## src/design/mhf_pkg.sv

```systemverilog
// mhf_pkg: shared types, constants and the cordic angle table for the
// magnetometer heading filter; no dependencies
`default_nettype none

package mhf_pkg;

    // fixed-point configuration
    localparam int CORDIC_STEPS     = 16;
    localparam int FILTER_FRAC_BITS = 16;
    localparam int ATAN_ENTRIES     = 24;
    localparam int CORDIC_N = (CORDIC_STEPS < ATAN_ENTRIES) ? CORDIC_STEPS : ATAN_ENTRIES;

    localparam int F_W     = 16 + FILTER_FRAC_BITS;   // filter state width
    localparam int DIFF_W  = F_W + 1;
    localparam int PROD_W  = DIFF_W + 17;
    localparam int CW      = 46;                      // cordic x / y width
    localparam int Z_W     = 26;                      // angle accumulator width
    localparam int H_W     = 18;
    localparam int ITER_W  = $clog2(ATAN_ENTRIES);
    localparam int NORM_STEPS = 6;                    // shifts of 32, 16, 8, 4, 2, 1
    localparam int NORM_W  = $clog2(NORM_STEPS);
    localparam int NORM_LIMIT = 40;                   // normalize, with the final doubling, to at least 2^40

    localparam logic [15:0] GAIN_RESET   = 16'd655;
    localparam logic [15:0] HEADING_MID  = 16'd23040;
    localparam logic [15:0] HEADING_MAX  = 16'd46080;
    localparam logic signed [Z_W-1:0] Z_QUARTER = Z_W'(90 * 65536);

    localparam int Q_DEPTH = 2;
    localparam int Q_PTR_W = $clog2(Q_DEPTH);
    localparam int Q_CNT_W = $clog2(Q_DEPTH + 1);

    // burst positions
    localparam logic [2:0] POS_X_LO = 3'd1;
    localparam logic [2:0] POS_Z_LO = 3'd3;
    localparam logic [2:0] POS_Y_LO = 3'd5;

    typedef struct packed {
        logic [7:0] data_byte;
        logic       frame_start;
    } t_in_item;

    typedef struct packed {
        logic signed [15:0] raw_x;
        logic signed [15:0] raw_y;
        logic signed [15:0] raw_z;
    } t_sample;

    typedef struct packed {
        logic        [15:0] heading;
        logic signed [15:0] filtered_x;
        logic signed [15:0] filtered_y;
        logic signed [15:0] raw_x;
        logic signed [15:0] raw_y;
        logic signed [15:0] raw_z;
    } t_result;

    typedef enum logic [2:0] {
        B_IDLE,
        B_MUL,
        B_ACC,
        B_LOAD,
        B_NORM,
        B_ROT,
        B_ITER,
        B_DONE
    } t_back_state;

    // atan(2^-i) in degrees, q16, rounded to nearest
    function automatic logic [21:0] f_atan(input logic [ITER_W-1:0] idx);
        logic [21:0] v;
        case (idx)
            5'd0:    v = 22'd2949120;
            5'd1:    v = 22'd1740967;
            5'd2:    v = 22'd919879;
            5'd3:    v = 22'd466945;
            5'd4:    v = 22'd234378;
            5'd5:    v = 22'd117305;
            5'd6:    v = 22'd58666;
            5'd7:    v = 22'd29335;
            5'd8:    v = 22'd14668;
            5'd9:    v = 22'd7334;
            5'd10:   v = 22'd3667;
            5'd11:   v = 22'd1833;
            5'd12:   v = 22'd917;
            5'd13:   v = 22'd458;
            5'd14:   v = 22'd229;
            5'd15:   v = 22'd115;
            5'd16:   v = 22'd57;
            5'd17:   v = 22'd29;
            5'd18:   v = 22'd14;
            5'd19:   v = 22'd7;
            5'd20:   v = 22'd4;
            5'd21:   v = 22'd2;
            5'd22:   v = 22'd1;
            default: v = 22'd0;
        endcase
        return v;
    endfunction

endpackage

`default_nettype wire

```

## src/design/mhf_queue.sv

```systemverilog
// mhf_queue: short sample queue between the front and the back
// depends on mhf_pkg
`default_nettype none

module mhf_queue
    import mhf_pkg::*;
(
    input  wire logic    i_clk,
    input  wire logic    i_rst_n,
    input  wire logic    i_push,
    input  wire t_sample i_sample,
    output logic         o_full,
    output logic         o_empty,
    input  wire logic    i_pop,
    output t_sample      o_sample
);

    t_sample              r_mem [Q_DEPTH];
    logic [Q_PTR_W-1:0]   r_wptr;
    logic [Q_PTR_W-1:0]   r_rptr;
    logic [Q_CNT_W-1:0]   r_count;
    logic                 w_wr;
    logic                 w_rd;

    assign o_full   = (r_count == Q_CNT_W'(Q_DEPTH));
    assign o_empty  = (r_count == '0);
    assign w_wr     = i_push && !o_full;
    assign w_rd     = i_pop && !o_empty;
    assign o_sample = r_mem[r_rptr];

    always_ff @(posedge i_clk) begin
        if (w_wr) begin
            r_mem[r_wptr] <= i_sample;
        end
    end

    always_ff @(posedge i_clk) begin
        if (!i_rst_n) begin
            r_wptr  <= '0;
            r_rptr  <= '0;
            r_count <= '0;
        end else begin
            if (w_wr) begin
                r_wptr <= (r_wptr == Q_PTR_W'(Q_DEPTH - 1)) ? '0 : r_wptr + 1'b1;
            end
            if (w_rd) begin
                r_rptr <= (r_rptr == Q_PTR_W'(Q_DEPTH - 1)) ? '0 : r_rptr + 1'b1;
            end
            case ({w_wr, w_rd})
                2'b10:   r_count <= r_count + 1'b1;
                2'b01:   r_count <= r_count - 1'b1;
                default: r_count <= r_count;
            endcase
        end
    end

endmodule

`default_nettype wire

```

## config.mk

```make
export PLATFORM = sky130hd
export DESIGN_NAME = mhf_queue
export DESIGN_NICKNAME = d
export VERILOG_FILES = /design/src/design/mhf_pkg.sv /design/src/design/mhf_queue.sv
export SDC_FILE = /design/constraint.sdc
export NUM_CORES = 1
export LEC_CHECK = 0
export ABC_AREA = 1
export BUFFER_PORTS_ARGS = -buffer_cell sky130_fd_sc_hd__buf_2
export CAP_MARGIN = 25
export CORE_MARGIN = 2
export CORE_UTILIZATION = 56
export CTS_CLUSTER_DIAMETER = 120
export DETAILED_ROUTE_END_ITERATION = 6
export PLACE_DENSITY = 0.84
export SETUP_SLACK_MARGIN = 0.1
export SYNTH_ARGS = -nofsm -noshare
export SYNTH_HDL_FRONTEND = slang
export SYNTH_SLANG_ARGS = --single-unit
```

## constraint.sdc

```tcl
create_clock -name i_clk -period 5 [get_ports i_clk]
set_clock_uncertainty 0.1 [all_clocks]
set_input_delay 0.75 -clock i_clk [delete_from_list [all_inputs] [get_ports i_clk]]
set_output_delay 0.75 -clock i_clk [all_outputs]
set_load 0.03 [all_outputs]
```

======== Word level (Yosys, flattened, before mapping) ========
Memories as Yosys holds them, arrays and structs flattened. A register that Yosys moved wholly into a read port is not among the register bits.
Cells that the tools add are included.
storage, ports and cells
  output and inout port bits .............. 50
  bits of input ports ..................... 52
  memory bits (writable) .................. 96
  word-level logic and storage cells ...... 24
  bits in registers ....................... 4
  memories ................................ 1
memories
  memory  depth  bits a word  rd ports  clocked after Yosys merged registers in  write ports  line             source
  r_mem   2      48           1         1                                        1            mhf_queue.sv:18  t_sample r_mem [Q_DEPTH];
cells by class
  muxes and demuxes ....................... 7
  reduce and logical (&&, ||, !) cells .... 6
  equality and inequality tests ........... 3
  add/sub/neg operators ................... 4
operators by type and width
  operator                                           number
  two-way mux 1 bit                                  6
  == test 2 bit (second input constant)              2
  case mux 2 bit (2 select lines)                    1
  adder 1 bit (second input constant)                2
  adder 2 x 1 -> 2 bit (second input constant)       1
  == test 2 x 1 -> 1 bit (second input constant)     1
  logical AND 1 bit                                  2
  zero test 1 bit                                    2
  zero test 2 bit                                    1
  nonzero test 2 bit                                 1
  subtractor 2 x 1 -> 2 bit (second input constant)  1

======== Logic depth before layout (Yosys ltp) ========
  depth in word-level cells ............... 5
  gate-level depth with buffers ........... 10
  depth with buffers taken out ............ 10

======== Least setup slack after synthesis ========
OpenSTA, ideal clock, no wires.
  path type ............................... in2reg
  start ................................... input port i_push
  end ..................................... memory r_mem[0][0] (netlist bit), enable pin
  data required time ...................... 4446 ps
  buffers on the path ..................... 0
  cell stages on the path ................. 4
  arrival time ............................ 3016 ps
  path slack .............................. 1431 ps
  path through ............................ inv_1 nor2_1 inv_1 nor2_1
between the ends
  longest elaborated chain between the ends .. 3
ends and longest elaborated chain
  item                                     line             source
  start, declared                          mhf_queue.sv:10  input wire logic i_push,
  logical AND 1 bit                        mhf_queue.sv:27  assign w_wr = i_push && !o_full;
  two-way mux 1 bit                        mhf_queue.sv:32  if (w_wr) begin
  two-way mux 1 bit (implied by the code)  mhf_queue.sv:33  r_mem[r_wptr] <= i_sample;
  end, declared                            mhf_queue.sv:18
Every way passes these cells.

==> impl_metrics.py <==
metrics = {
    "drt": {
        "drt_wl_total_mm": 5.94,
        "drt_iter0_markers": 126,
        "drt_drc_violations_left": 0,
        "num_vias": 1955,
        "detail_route.vias_per_cell": 5.13,
        "first_pass_iters": 4,
        "postRouteAntennaNets": 0,
        "drt-wirelength-per-cell_microns": 15.6,
    },
    "synthesis": {
        "post_synth_instance_area_sq_mm": 0.00379,
        "synthesis.instances": 189,
        "yosys_warnings": 0,
        "synth_nets": 242,
        "syn_avg_cell_area_sq_um": 20.0,
        "yosys.cell_types.count": 14,
        "synth-seq-area-share_pct": 78.7,
        "ys_ff_latch": 101,
    },
    "cts": {
        "ctsRootBufferMaster": "clkbuf_8",
        "path_clk_slew_ps": 90,
        "cts_max_level": 3,
        "postCtsSetupRepairBufs": 0,
        "clock_latency_ps": 350,
        "tritoncts.num_buffers": 9,
        "cts_hold_buffers": 0,
        "cts_tree": "built",
        "clock_sink_count": 101,
        "clock_path_buffers": 2,
        "cts_repair_resize_count": 0,
    },
    "power": {
        "power_density_mw_per_mm2": 454,
        "leakage_nw": 1.79,
        "max-vdd-ir-drop_mv": 0.283,
    },
    "timing": {
        "final.period_utilization_pct": 59.7,
        "final_number_of_max_transition_violations": 0,
        "final_hold_vio_count": 0,
        "finalSetupTns_ps": 0,
        "max-slew-margin-rel_pct": 53.3,
        "unrepaired_setup_endpoints_after_global_routing": "false",
        "timing.final.crit_period_ps": 2980,
        "hold-worst-slack_ps": 414,
        "worstMarginPinSlew_ps": 699,
        "fmax_mhz": 335,
        "setup_violations": 0,
    },
    "placement": {
        "globalplace.congestion": 0.720,
        "place.port_buffers": 101,
        "dpl.hpwl_mm": 3.98,
        "placed_cells_incl_taps": 364,
    },
    "floorplanning": {
        "fp-row-count": 29,
        "ioPinCount": 102,
        "die_width_microns": 86.3,
        "fp.coreArea_sq_mm": 0.00646,
        "die_y_extent_microns": 86.3,
        "initial_utilization_pct": 58.7,
        "die-area_sq_mm": 0.00744,
    },
    "global_route": {
        "vias_in_the_first_global_route": 1936,
        "globalRouteOverflowTotal": 0,
        "grt_start_max_net_pins": 49,
        "grt.total_usage_pct": 16.5,
        "antenna_found_initial": 0,
        "grt_pass1_wl_mm": 9.06,
    },
    "cells_and_area": {
        "mostFrequentLayoutCell": "buf_2",
        "antenna_diode_count": 0,
        "layoutNonFillerInstCount": 381,
        "layout.cells.most_common_list": "buf_2 (101), edfxtp_1 (96), mux2_2 (28)",
        "finish.net_count": 352,
        "area_growth_pct": 20.6,
        "fill_cells": 449,
        "final_layout_size_suffix_gt1_share_pct": 55.9,
    },
    "critical_path": {
        "criticalPathCategory": "reg -> out",
        "critical_path.reg2reg.startpoint": "r_count[0]",
        "crit_path_start_kind": "register",
        "endpoint_kind": "primary output",
        "crit_required_ps": 4150,
        "crit_path_max_fanout": 25,
        "worst-endpoint-arrival_ps": 2130,
    },
    "worst_hold_path": {
        "timing.hold.worst.start": "r_count[1]",
        "hp-class": "reg -> reg",
    },
    "job": {
        "max-cap-violations": 0,
    },
    "run_status": {
        "run_status": "completed",
    },
}
-- stage by stage --
| stage | utilization [%] | cell area, sq um | worst slack (ps) | power [mW] |
|---|---|---|---|---|
| 2_1_floorplan | - | 3790 | 1430 | 1.51 |
| 3_3_place_gp | 67.7 | 4370 | 2360 | 1.63 |
| 3_5_place_dp | 67.7 | 4370 | 2340 | 1.64 |
| 4_1_cts | 70.4 | 4550 | 1950 | 2.10 |
| 5_1_grt | 70.7 | 4570 | 1870 | 2.17 |
| 6_report | 70.7 | 4570 | 2020 | 2.07 |
-- cell type report --
class | count | area, sq um | share of cell area [%]
clock inverters | 5 | 36.3 | 0.794
flip-flops and latches | 101 | 2980 | 65.3
well taps | 77 | 96.3 | 2.11
repair buffers | 104 | 541 | 11.8
multi-input cells | 74 | 736 | 16.1
clock buffers | 11 | 141 | 3.10
inverters | 9 | 33.8 | 0.740
-- cells in the mapped netlist --
master,n,area share [%]
nor2_1,13,1.3
dfxtp_1,5,2.6
o21ai_0,1,0.13
nand4_1,1,0.17
ha_1,1,0.33
inv_1,9,0.89
buf_2,2,0.26
mux2_2,28,8.3
edfxtp_1,96,76
a21oi_1,1,0.13
nand3_1,1,0.13
nand2_1,8,0.79
mux2_4,20,7.9
buf_6,3,0.89
-- kinds of logic (layout without fill, tap and decap cells) --
family | after synthesis | after routing | synth area share [%]
mux | 48 | 48 | 16.2
buf+inv | 14 | 129 | 2.05
flops | 101 | 101 | 78.7
fa+ha+maj | 1 | 1 | 0.330
compound gates | 2 | 2 | 0.264
simple gates | 23 | 23 | 2.38
-- sequential cells by signal (all words and copies together), names as in the netlist, named ones only --
| register | cells |
|---|---|
| r_mem | 96 |
| r_rptr | 1 |
| r_wptr | 1 |
| r_count | 2 |
-- layer usage --
metal | vias up | GRT usage (%) | routed length [microns]
met5 | - | 0 | 0
met4 | 0 | 8.10 | 97
met3 | 9 | 5.81 | 497
met2 | 77 | 25.8 | 2890
met1 | 933 | 20.9 | 2450
li1 | 936 | - | -
-- critical path: stages (launching register included) --
cell and delay (ps):
dfxtp_2 740, buf_4 470, mux2_2 380, buf_2 180
-- worst paths after layout --
kind              depth (start not counted)      endpoint  slack (ps)
hold / removal                            2    r_count[1]         410
setup reg to reg                          5   r_mem[0][0]        2790
setup / recovery                          3  o_sample[41]        2020
hold reg to reg                           2    r_count[1]         410
-- power breakdown --
group | leakage, nW | switching (mW) | internal (mW)
clock network | 0.0815 | 0.257 | 0.195
logic | 0.765 | 0.341 | 0.204
registers | 0.939 | 0.0422 | 1.03
total | 1.79 | 0.640 | 1.43
No activity file was read; power rests on OpenSTA's default activity.
