[src/design/mhf_pkg.sv]
// mhf_pkg: shared types, constants and the cordic angle table for the
// magnetometer heading filter; no dependencies
`default_nettype none

package mhf_pkg;

    // fixed-point configuration
    localparam int CORDIC_STEPS     = 16;
    localparam int FILTER_FRAC_BITS = 16;
    localparam int ATAN_ENTRIES     = 24;
    localparam int CORDIC_N = (CORDIC_STEPS < ATAN_ENTRIES) ? CORDIC_STEPS : ATAN_ENTRIES;

    localparam int F_W     = 16 + FILTER_FRAC_BITS;   // filter state width
    localparam int DIFF_W  = F_W + 1;
    localparam int PROD_W  = DIFF_W + 17;
    localparam int CW      = 46;                      // cordic x / y width
    localparam int Z_W     = 26;                      // angle accumulator width
    localparam int H_W     = 18;
    localparam int ITER_W  = $clog2(ATAN_ENTRIES);
    localparam int NORM_STEPS = 6;                    // shifts of 32, 16, 8, 4, 2, 1
    localparam int NORM_W  = $clog2(NORM_STEPS);
    localparam int NORM_LIMIT = 40;                   // normalize, with the final doubling, to at least 2^40

    localparam logic [15:0] GAIN_RESET   = 16'd655;
    localparam logic [15:0] HEADING_MID  = 16'd23040;
    localparam logic [15:0] HEADING_MAX  = 16'd46080;
    localparam logic signed [Z_W-1:0] Z_QUARTER = Z_W'(90 * 65536);

    localparam int Q_DEPTH = 2;
    localparam int Q_PTR_W = $clog2(Q_DEPTH);
    localparam int Q_CNT_W = $clog2(Q_DEPTH + 1);

    // burst positions
    localparam logic [2:0] POS_X_LO = 3'd1;
    localparam logic [2:0] POS_Z_LO = 3'd3;
    localparam logic [2:0] POS_Y_LO = 3'd5;

    typedef struct packed {
        logic [7:0] data_byte;
        logic       frame_start;
    } t_in_item;

    typedef struct packed {
        logic signed [15:0] raw_x;
        logic signed [15:0] raw_y;
        logic signed [15:0] raw_z;
    } t_sample;

    typedef struct packed {
        logic        [15:0] heading;
        logic signed [15:0] filtered_x;
        logic signed [15:0] filtered_y;
        logic signed [15:0] raw_x;
        logic signed [15:0] raw_y;
        logic signed [15:0] raw_z;
    } t_result;

    typedef enum logic [2:0] {
        B_IDLE,
        B_MUL,
        B_ACC,
        B_LOAD,
        B_NORM,
        B_ROT,
        B_ITER,
        B_DONE
    } t_back_state;

    // atan(2^-i) in degrees, q16, rounded to nearest
    function automatic logic [21:0] f_atan(input logic [ITER_W-1:0] idx);
        logic [21:0] v;
        case (idx)
            5'd0:    v = 22'd2949120;
            5'd1:    v = 22'd1740967;
            5'd2:    v = 22'd919879;
            5'd3:    v = 22'd466945;
            5'd4:    v = 22'd234378;
            5'd5:    v = 22'd117305;
            5'd6:    v = 22'd58666;
            5'd7:    v = 22'd29335;
            5'd8:    v = 22'd14668;
            5'd9:    v = 22'd7334;
            5'd10:   v = 22'd3667;
            5'd11:   v = 22'd1833;
            5'd12:   v = 22'd917;
            5'd13:   v = 22'd458;
            5'd14:   v = 22'd229;
            5'd15:   v = 22'd115;
            5'd16:   v = 22'd57;
            5'd17:   v = 22'd29;
            5'd18:   v = 22'd14;
            5'd19:   v = 22'd7;
            5'd20:   v = 22'd4;
            5'd21:   v = 22'd2;
            5'd22:   v = 22'd1;
            default: v = 22'd0;
        endcase
        return v;
    endfunction

endpackage

`default_nettype wire

[src/design/mhf_front.sv]
// mhf_front: byte assembly of the six-byte burst into one sample
// depends on mhf_pkg
`default_nettype none

module mhf_front
    import mhf_pkg::*;
(
    input  wire logic     i_clk,
    input  wire logic     i_rst_n,
    input  wire logic     i_accept,
    input  wire t_in_item i_item,
    output logic          o_push,
    output t_sample       o_sample
);

    logic [2:0]         r_pos, n_pos;
    logic [7:0]         r_hold;
    logic signed [15:0] r_held_x;
    logic signed [15:0] r_held_z;
    logic [2:0]         w_pos;
    logic signed [15:0] w_word;

    always_comb begin
        w_pos = i_item.frame_start ? 3'd0 : r_pos;
        if (w_pos > POS_Y_LO) begin
            w_pos = 3'd0;
        end
        n_pos  = (w_pos == POS_Y_LO) ? 3'd0 : w_pos + 3'd1;
        w_word = $signed({r_hold, i_item.data_byte});
    end

    always_ff @(posedge i_clk) begin
        if (!i_rst_n) begin
            r_pos    <= '0;
            r_hold   <= '0;
            r_held_x <= '0;
            r_held_z <= '0;
        end else if (i_accept) begin
            r_pos <= n_pos;
            case (w_pos)
                POS_X_LO: r_held_x <= w_word;
                POS_Z_LO: r_held_z <= w_word;
                POS_Y_LO: ;
                default:  r_hold <= i_item.data_byte;
            endcase
        end
    end

    assign o_push         = i_accept && (w_pos == POS_Y_LO);
    assign o_sample.raw_x = r_held_x;
    assign o_sample.raw_y = w_word;
    assign o_sample.raw_z = r_held_z;

endmodule

`default_nettype wire

[config.mk]
export PLATFORM = sky130hd
export DESIGN_NAME = mhf_front
export DESIGN_NICKNAME = d
export VERILOG_FILES = /design/src/design/mhf_pkg.sv /design/src/design/mhf_front.sv
export SDC_FILE = /design/constraint.sdc
export NUM_CORES = 1
export LEC_CHECK = 0
export BUFFER_PORTS_ARGS = -buffer_cell sky130_fd_sc_hd__buf_2
export CAP_MARGIN = 25
export CORE_ASPECT_RATIO = 0.7
export CORE_MARGIN = 2
export CORE_UTILIZATION = 52
export CTS_CLUSTER_DIAMETER = 200
export DETAILED_ROUTE_END_ITERATION = 10
export HOLD_SLACK_MARGIN = 0.08
export PLACE_DENSITY_LB_ADDON = 0.1
export SYNTH_ARGS = -nofsm -noshare
export SYNTH_HDL_FRONTEND = slang
export SYNTH_SLANG_ARGS = --single-unit
[constraint.sdc]
create_clock -name i_clk -period 5.4 [get_ports i_clk]
set_clock_uncertainty 0.2 [all_clocks]
set_input_delay 1.35 -clock i_clk [delete_from_list [all_inputs] [get_ports i_clk]]
set_output_delay 1.35 -clock i_clk [all_outputs]
set_load 0.03 [all_outputs]
==> After elaboration in Yosys (flattened, before gate mapping) <==
Index checks and enable logic that the tools add are counted.
{ "classes": {"n_mux": 3, "bitwise_logic": 1, "n_reduce_logical": 5, "n_eq_ne": 3, "addsub": 1, "order_cmp": 1} }
{ "op_table": {"columns": ["cell", "n"], "rows": [
  ["$mux W3", 3],
  ["$reduce_and A2 Y1", 3],
  ["$add A3 B1 Y3 const B", 1],
  ["$eq A3 B1 Y1 const B", 1],
  ["$eq A3 B2 Y1 const B", 1],
  ["$eq A3 B3 Y1 const B", 1],
  ["$gt A3 B3 Y1 const B", 1],
  ["$reduce_or A3 Y1", 1],
  ["$logic_and A1 B1 Y1", 1],
  ["$not A1 Y1", 1]
]} }
{ "totals": {"reg_bits": 43, "wordCells": 18, "in_bits": 12} }

==> Depth between registers and ports, before layout <==
Gate-level depths: netlist of run 1.
{ "logic_depth": {"ltp_word": 7, "depth_mapped": 8, "depth_no_buf": 6} }

==> Least setup slack after synthesis of run 1 <==
No wires, ideal clock.
{ "synth_timing": {"path_kind": "input -> output", "start": "in i_item[0] (netlist bit)", "end": "out o_push", "arrival_time_ps": 1970, "n_path_buf": 0, "stages": 2, "slack_ps": 1880, "cell_sequence": "nor4bb_1 -> and2_1"} }
{ "synth_between": {"elab_chain_len": 5} }
{ "synth_rtl": {"columns": ["element", "line_no", "rtl"], "rows": [
  ["start, declared", "mhf_front.sv:11", "input wire t_in_item i_item,"],
  ["$mux W3 *", "mhf_front.sv:24", "w_pos = i_item.frame_start ? 3'd0 : r_pos;"],
  ["$gt A3 B3 Y1", "mhf_front.sv:25", "if (w_pos > POS_Y_LO) begin"],
  ["$mux W3 *", "mhf_front.sv:25", null],
  ["$eq A3 B3 Y1 *", "mhf_front.sv:49", "assign o_push = i_accept && (w_pos == POS_Y_LO);"],
  ["$logic_and A1 B1 Y1 *", "mhf_front.sv:49", null],
  ["end, declared", "mhf_front.sv:12", "output logic o_push,"]
]} }
Every way passes the cells marked *; elsewhere a longest branch is shown, timed or not.

==> Worst setup path in the final report of run 1 <==
Ends and elaborated chain as after synthesis.

==> flow_metrics.env, run 1 <==
export IMPL_dp_cells=267
export IMPL_crit_fanout=5
export IMPL_syn_cell_area_mm2=0.001750
export IMPL_rows=17
export IMPL_arrival_ns=2.21
export IMPL_clockBufferDepth=2
export IMPL_numCtsBuffers=5
export IMPL_fmax_ghz=0.2660
export IMPL_synth_edff_count=0
export IMPL_hold_buffers=0
export IMPL_clock_power_share_pct=38.9
export IMPL_die_x_um=73.35
export IMPL_grt_setup_unrepaired="false"
export IMPL_vias=1441
export IMPL_yosysUniqueCellTypes=24
export IMPL_detail_route_wl_per_cell_um=13.82
export IMPL_internal_power_w=0.0004814
export IMPL_status="completed"
export IMPL_synth_fp_nets=202
export IMPL_fin_nets=249
export IMPL_dpl_hpwl_mm=2.641
export IMPL_hold_path_class="flip-flop to flip-flop"
export IMPL_drv_slew=0
export IMPL_cts_sinks=43
export IMPL_grt_start_max_net_pins=53
export IMPL_critPathKind="input pin to primary output"
export IMPL_yosysWarnings=0
export IMPL_fin_crit_ns=3.760
export IMPL_start_util_pct=54.86
export IMPL_synth_top_area_share_pct=49.18
export IMPL_post_cts_setup_buffers=0
export IMPL_worstMarginPinSlew_ns=0.8159
export IMPL_clkTransAtPathRegs_ns=0.08
export IMPL_max_slew_margin_pct=45.61
export IMPL_viasPerCell=5.240
export IMPL_peakVddDrop_uv=192.9
export IMPL_clk_latency_ns=0.29
export IMPL_first_pass_iters=4
export IMPL_cp_data_required_time_ns=3.85
export IMPL_diodes=0
export IMPL_synth_cells=189
export IMPL_synthTopCellsByCount="nand2_1 (66), dfxtp_1 (43), mux2i_1 (24)"
export IMPL_postRouteAntennaNets=0
export IMPL_dominantRegCellSynth="dfxtp_1"
export IMPL_yosysTopAreaCell="dfxtp_1"
export IMPL_antenna_found_initial=0
export IMPL_fin_crit_sh_pct=69.62
export IMPL_hold_viol_final=0
export IMPL_area_growth_pct=18.94
export IMPL_synth_most_common_cell="nand2_1"
export IMPL_drt_iter0_markers=77
export IMPL_die_area_mm2=0.003854
export IMPL_cts_max_level=2
export IMPL_synth_area_top_cells="dfxtp_1 (49%), nand2_1 (14%), mux2i_1 (14%)"
export IMPL_grt_ovfl_total=0
export IMPL_drc_errors=0
export IMPL_async_flop_share_pct=0
export IMPL_p_leak_nw=1.034
export IMPL_coreArea_mm2=0.003191
export IMPL_worstHoldPathCells=2
export IMPL_switching_share_pct=24.70
export IMPL_synth_seq_cells=43
export IMPL_cts_root_buf="clkbuf_8"
export IMPL_setup_violations=0
export IMPL_pwr_share_comb_pct=9.6
export IMPL_die_h_um=52.54
export IMPL_end_kind="primary output"
export IMPL_timing_hold_ws_ns=0.2638
export IMPL_pwr_density_cell_mw_per_mm2=307.0
export IMPL_ff2ff_path_depth=5
export IMPL_grt_pass1_vias=1377
export IMPL_grt_pass1_wl_mm=6.265
export IMPL_yosysSeqAreaShare_pct=49.18
export IMPL_startpoint_type="input pin"
export IMPL_io_pins=61
export IMPL_syn_mean_instance_area_um2=9.262
export IMPL_pwr_share_seq_pct=51.6
export IMPL_grt_usage_pct=21.89
export IMPL_finalNonFillerCells=275
export IMPL_wl_mm=3.801
export IMPL_total_power_w=0.0006392
export IMPL_gp_congestion=0.7459
export IMPL_drv_cap=0
export IMPL_io_buffers=60
export IMPL_switchingPower_w=0.0001579
export IMPL_cts_resized=0
export IMPL_drive_gt1_share_pct=30.80
export IMPL_cts_tree="built"
export IMPL_final_setup_tns_ns=0
[worst paths after layout]
kind | start | to | slack, ns
setup / recovery | i_item[0] | o_push | 1.64
hold / removal | r_held_x[14] | r_held_x[14] | 0.26
setup reg to reg | r_pos[2] | r_held_z[1] | 3.23
hold reg to reg | r_held_x[14] | r_held_x[14] | 0.26
[metal layers]
layer | GRT usage (%) | wire length (um)
met1 | 26.17 | 1692
met4 | 10.91 | 106
met5 | 0 | 0
met2 | 36.64 | 1781
met3 | 5.769 | 221
[layout by cell type (no fill, tap or decap)]
| cell type | instances |
|---|---|
| nand2_1 | 66 |
| buf_2 | 60 |
| dfxtp_1 | 43 |
| mux2i_1 | 24 |
| a21boi_0 | 17 |
| clkbuf_8 | 5 |
| and2_1 | 3 |
| nand2b_1 | 2 |
| nor3b_1 | 2 |
| or3b_2 | 1 |
| nor4bb_1 | 1 |
| nand2_2 | 1 |
| mux2_2 | 1 |
| nor2_1 | 1 |
| nand3b_1 | 1 |
| o21ai_0 | 1 |
| o21ai_2 | 1 |
| or4_4 | 1 |
| nor2b_1 | 1 |
| o21a_1 | 1 |
| ha_1 | 1 |
| bufinv_16 | 1 |
| clkinv_4 | 1 |
| clkinv_2 | 1 |
[critical path: stages]
cell and delay (ns):
buf_2 0.12, nor4bb_1 0.37, and2_1 0.17, buf_2 0.19
[registers in the layout, indices dropped and copies added (netlist names)]
register	cells
r_pos	3
r_held_z	16
r_hold	8
r_held_x	16
[kinds of logic after synthesis]
logic type                 count (synthesis)  synth area share (%)
AOI/OAI and AO/OA                         20                 8.506
adders and majority gates                  1                0.7147
buffers and inverters                     20                 7.362
DFF                                       43                 49.18
muxes                                     25                 14.37
and+or+nand+nor                           80                 19.87
[final cells by class]
type	count	area, um2
fill	288	1109
clock buffer	5	68.82
multi-input combinational	126	760.7
tap	38	47.55
sequential	43	860.8
clock inverter	3	43.79
timing repair buffer	60	300.3
[power groups by stage]
stage / registers, W / clock network [W] / logic [W]
2_1_floorplan: 0.000348 / 0 / 0.0000356
3_3_place_gp: 0.000336 / 0 / 0.0000597
3_5_place_dp: 0.000337 / 0 / 0.0000609
4_1_cts: 0.000330 / 0.000253 / 0.0000613
5_1_grt: 0.000331 / 0.000267 / 0.0000655
6_report: 0.000330 / 0.000248 / 0.0000611
[stage by stage]
stage               utilization, %  cell area (um2)  setup WS [ns]
floorplan                        -             1750          1.880
global placement             61.73             1969          1.731
detailed placement           61.73             1969          1.636
CTS                          65.25             2082          1.636
global route                 65.25             2082          1.578
finish                       65.25             2082          1.640
No activity file was read; power rests on OpenSTA's default activity.
==> run 2, diff against run 1 <==
Settings changed: CORE_UTILIZATION 52 to 44.
Clock period 5.4 ns to 3.3 ns, I/O delays scaled along.
==> flow_metrics.env, run 2 (same netlist as run 1, synthesis figures left out) <==
export IMPL_status="completed"
export IMPL_r2r_end="r_held_z[12]"
export IMPL_vias=1366
export IMPL_met3_length_um=205
export IMPL_clkTransAtPathRegs_ns=0.08
export IMPL_grt_pass1_vias=1250
export IMPL_area_growth_pct=19.37
export IMPL_final_cell_mix="nand2_1 (66), buf_2 (60), dfxtp_1 (43)"
export IMPL_first_pass_iters=4
export IMPL_holdPathEnd="r_held_x[12]"
export IMPL_final_util_pct=53.92
export IMPL_hold_path_startpoint="r_held_x[12]"
export IMPL_cp_data_required_time_ns=2.27
export IMPL_crit_fanout=5
export IMPL_start_util_pct=45.17
export IMPL_worstHoldPathCells=2
export IMPL_dpl_hpwl_mm=2.482
export IMPL_arrival_ns=1.65
export IMPL_drt_iter0_markers=41
export IMPL_p_leak_nw=1.027
export IMPL_grt_pass1_wl_mm=5.699
export IMPL_peakVddDrop_uv=322.2
export IMPL_grt_usage_pct=16.54
export IMPL_nFillCells=388
export IMPL_placed_area_mm2=0.001987
export IMPL_post_cts_setup_buffers=0
export IMPL_max_slew_margin_pct=45.69
export IMPL_fmax_ghz=0.3738
export IMPL_drv_slew=0
export IMPL_fin_crit_ns=2.675
export IMPL_antenna_found_initial=0
export IMPL_drive_gt1_share_pct=30.08
export IMPL_startpoint_type="input pin"
export IMPL_numCtsBuffers=5
export IMPL_hold_path_class="flip-flop to flip-flop"
export IMPL_r2r_setup_slack_ns=1.21
export IMPL_crit_path_top_delay_cell="nor4bb_1"
export IMPL_final_common_cell="nand2_1"
export IMPL_setup_violations=0
export IMPL_die_area_mm2=0.004507
export IMPL_fin_nets=249
export IMPL_wl_met1_mm=1.738
export IMPL_grt_setup_unrepaired="false"
export IMPL_drv_cap=0
export IMPL_cp_cell_sequence="buf_2 -> nor4bb_1 -> and2_1 -> buf_2"
export IMPL_ff2ff_path_depth=5
export IMPL_critPathMaxStageDelay_ns=0.34
export IMPL_hold_buffers=0
export IMPL_timing_rr_start="r_pos[2]"
export IMPL_viasPerCell=4.743
export IMPL_coreArea_mm2=0.003875
export IMPL_end_kind="primary output"
export IMPL_clockBufferDepth=2
export IMPL_cts_sinks=43
export IMPL_rows=19
export IMPL_wl_met2_mm=1.623
export IMPL_worstMarginPinSlew_ns=0.8147
export IMPL_io_pins=61
export IMPL_cts_max_level=2
export IMPL_diodes=0
export IMPL_fin_crit_sh_pct=81.07
export IMPL_grt_ovfl_total=0
export IMPL_hold_viol_final=0
export IMPL_detail_route_wl_per_cell_um=12.54
export IMPL_final_setup_tns_ns=0
export IMPL_critPathKind="input pin to primary output"
export IMPL_crit_top_cell="buf_2"
export IMPL_die_x_um=79.39
export IMPL_pwr_density_cell_mw_per_mm2=494.4
export IMPL_cts_root_buf="clkbuf_8"
export IMPL_reg_top3="r_held_x (16), r_held_z (16), r_hold (8)"
export IMPL_grt_start_max_net_pins=53
export IMPL_timing_hold_ws_ns=0.2611
export IMPL_final_area_mm2=0.002090
export IMPL_cts_resized=0
export IMPL_postRouteAntennaNets=0
export IMPL_cts_tree="built"
export IMPL_top_layer_used="met4"
export IMPL_clk_latency_ns=0.29
export IMPL_io_buffers=60
export IMPL_die_h_um=56.77
export IMPL_wl_mm=3.611
export IMPL_finalNonFillerCells=288
export IMPL_drc_errors=0
export IMPL_dp_cells=281
export IMPL_gp_congestion=0.6430
==> run 2: worst max-delay path by stage <==
stage | startpoint | end | slack (ns) | cells after the start
global placement | i_item[0] | o_push | 0.68 | 4
global route | i_item[0] | o_push | 0.55 | 4
floorplan | i_item[0] | o_push | 0.83 | 2
detailed placement | i_item[0] | o_push | 0.63 | 4
finish | i_item[0] | o_push | 0.62 | 4
CTS | i_item[0] | o_push | 0.63 | 4
==> run 2: stage by stage <==
| stage | setup slack, ns | total power [W] |
|---|---|---|
| floorplan | 0.8296 | 0.0006283 |
| global route | 0.5472 | 0.001074 |
| finish | 0.6247 | 0.001033 |
| CTS | 0.6281 | 0.001041 |
| global placement | 0.6797 | 0.0006512 |
| detailed placement | 0.6312 | 0.0006519 |
==> run 2: final cells by class <==
cell class | instances | area (um2) | area share, %
timing repair buffer | 60 | 300.3 | 14.37
clock inverter | 1 | 30.03 | 1.437
multi-input combinational | 126 | 760.7 | 36.41
sequential | 43 | 860.8 | 41.20
tap | 52 | 65.06 | 3.114
clock buffer | 6 | 72.57 | 3.473
==> run 2: where the power goes <==
part	leakage, nW	switching (W)	internal [W]	total, W
Sequential	0.349	0.00000842	0.000530	0.000539
Clock	0.0513	0.000173	0.000222	0.000395
Combinational	0.628	0.0000673	0.0000323	0.0000996
Total	1.03	0.000249	0.000784	0.00103
==> run 2: routing by layer <==
metal  vias up  global-route usage (%)
met2        36                   26.15
met3         6                   4.823
li1        702                       -
met4         0                   6.650
met5         -                       0
met1       622                   21.24
==> run 2: worst max-delay path, delay by kind of cell <==
family        cells  cell delay [ns]
simple gates      2             0.51
buf+inv           2             0.32
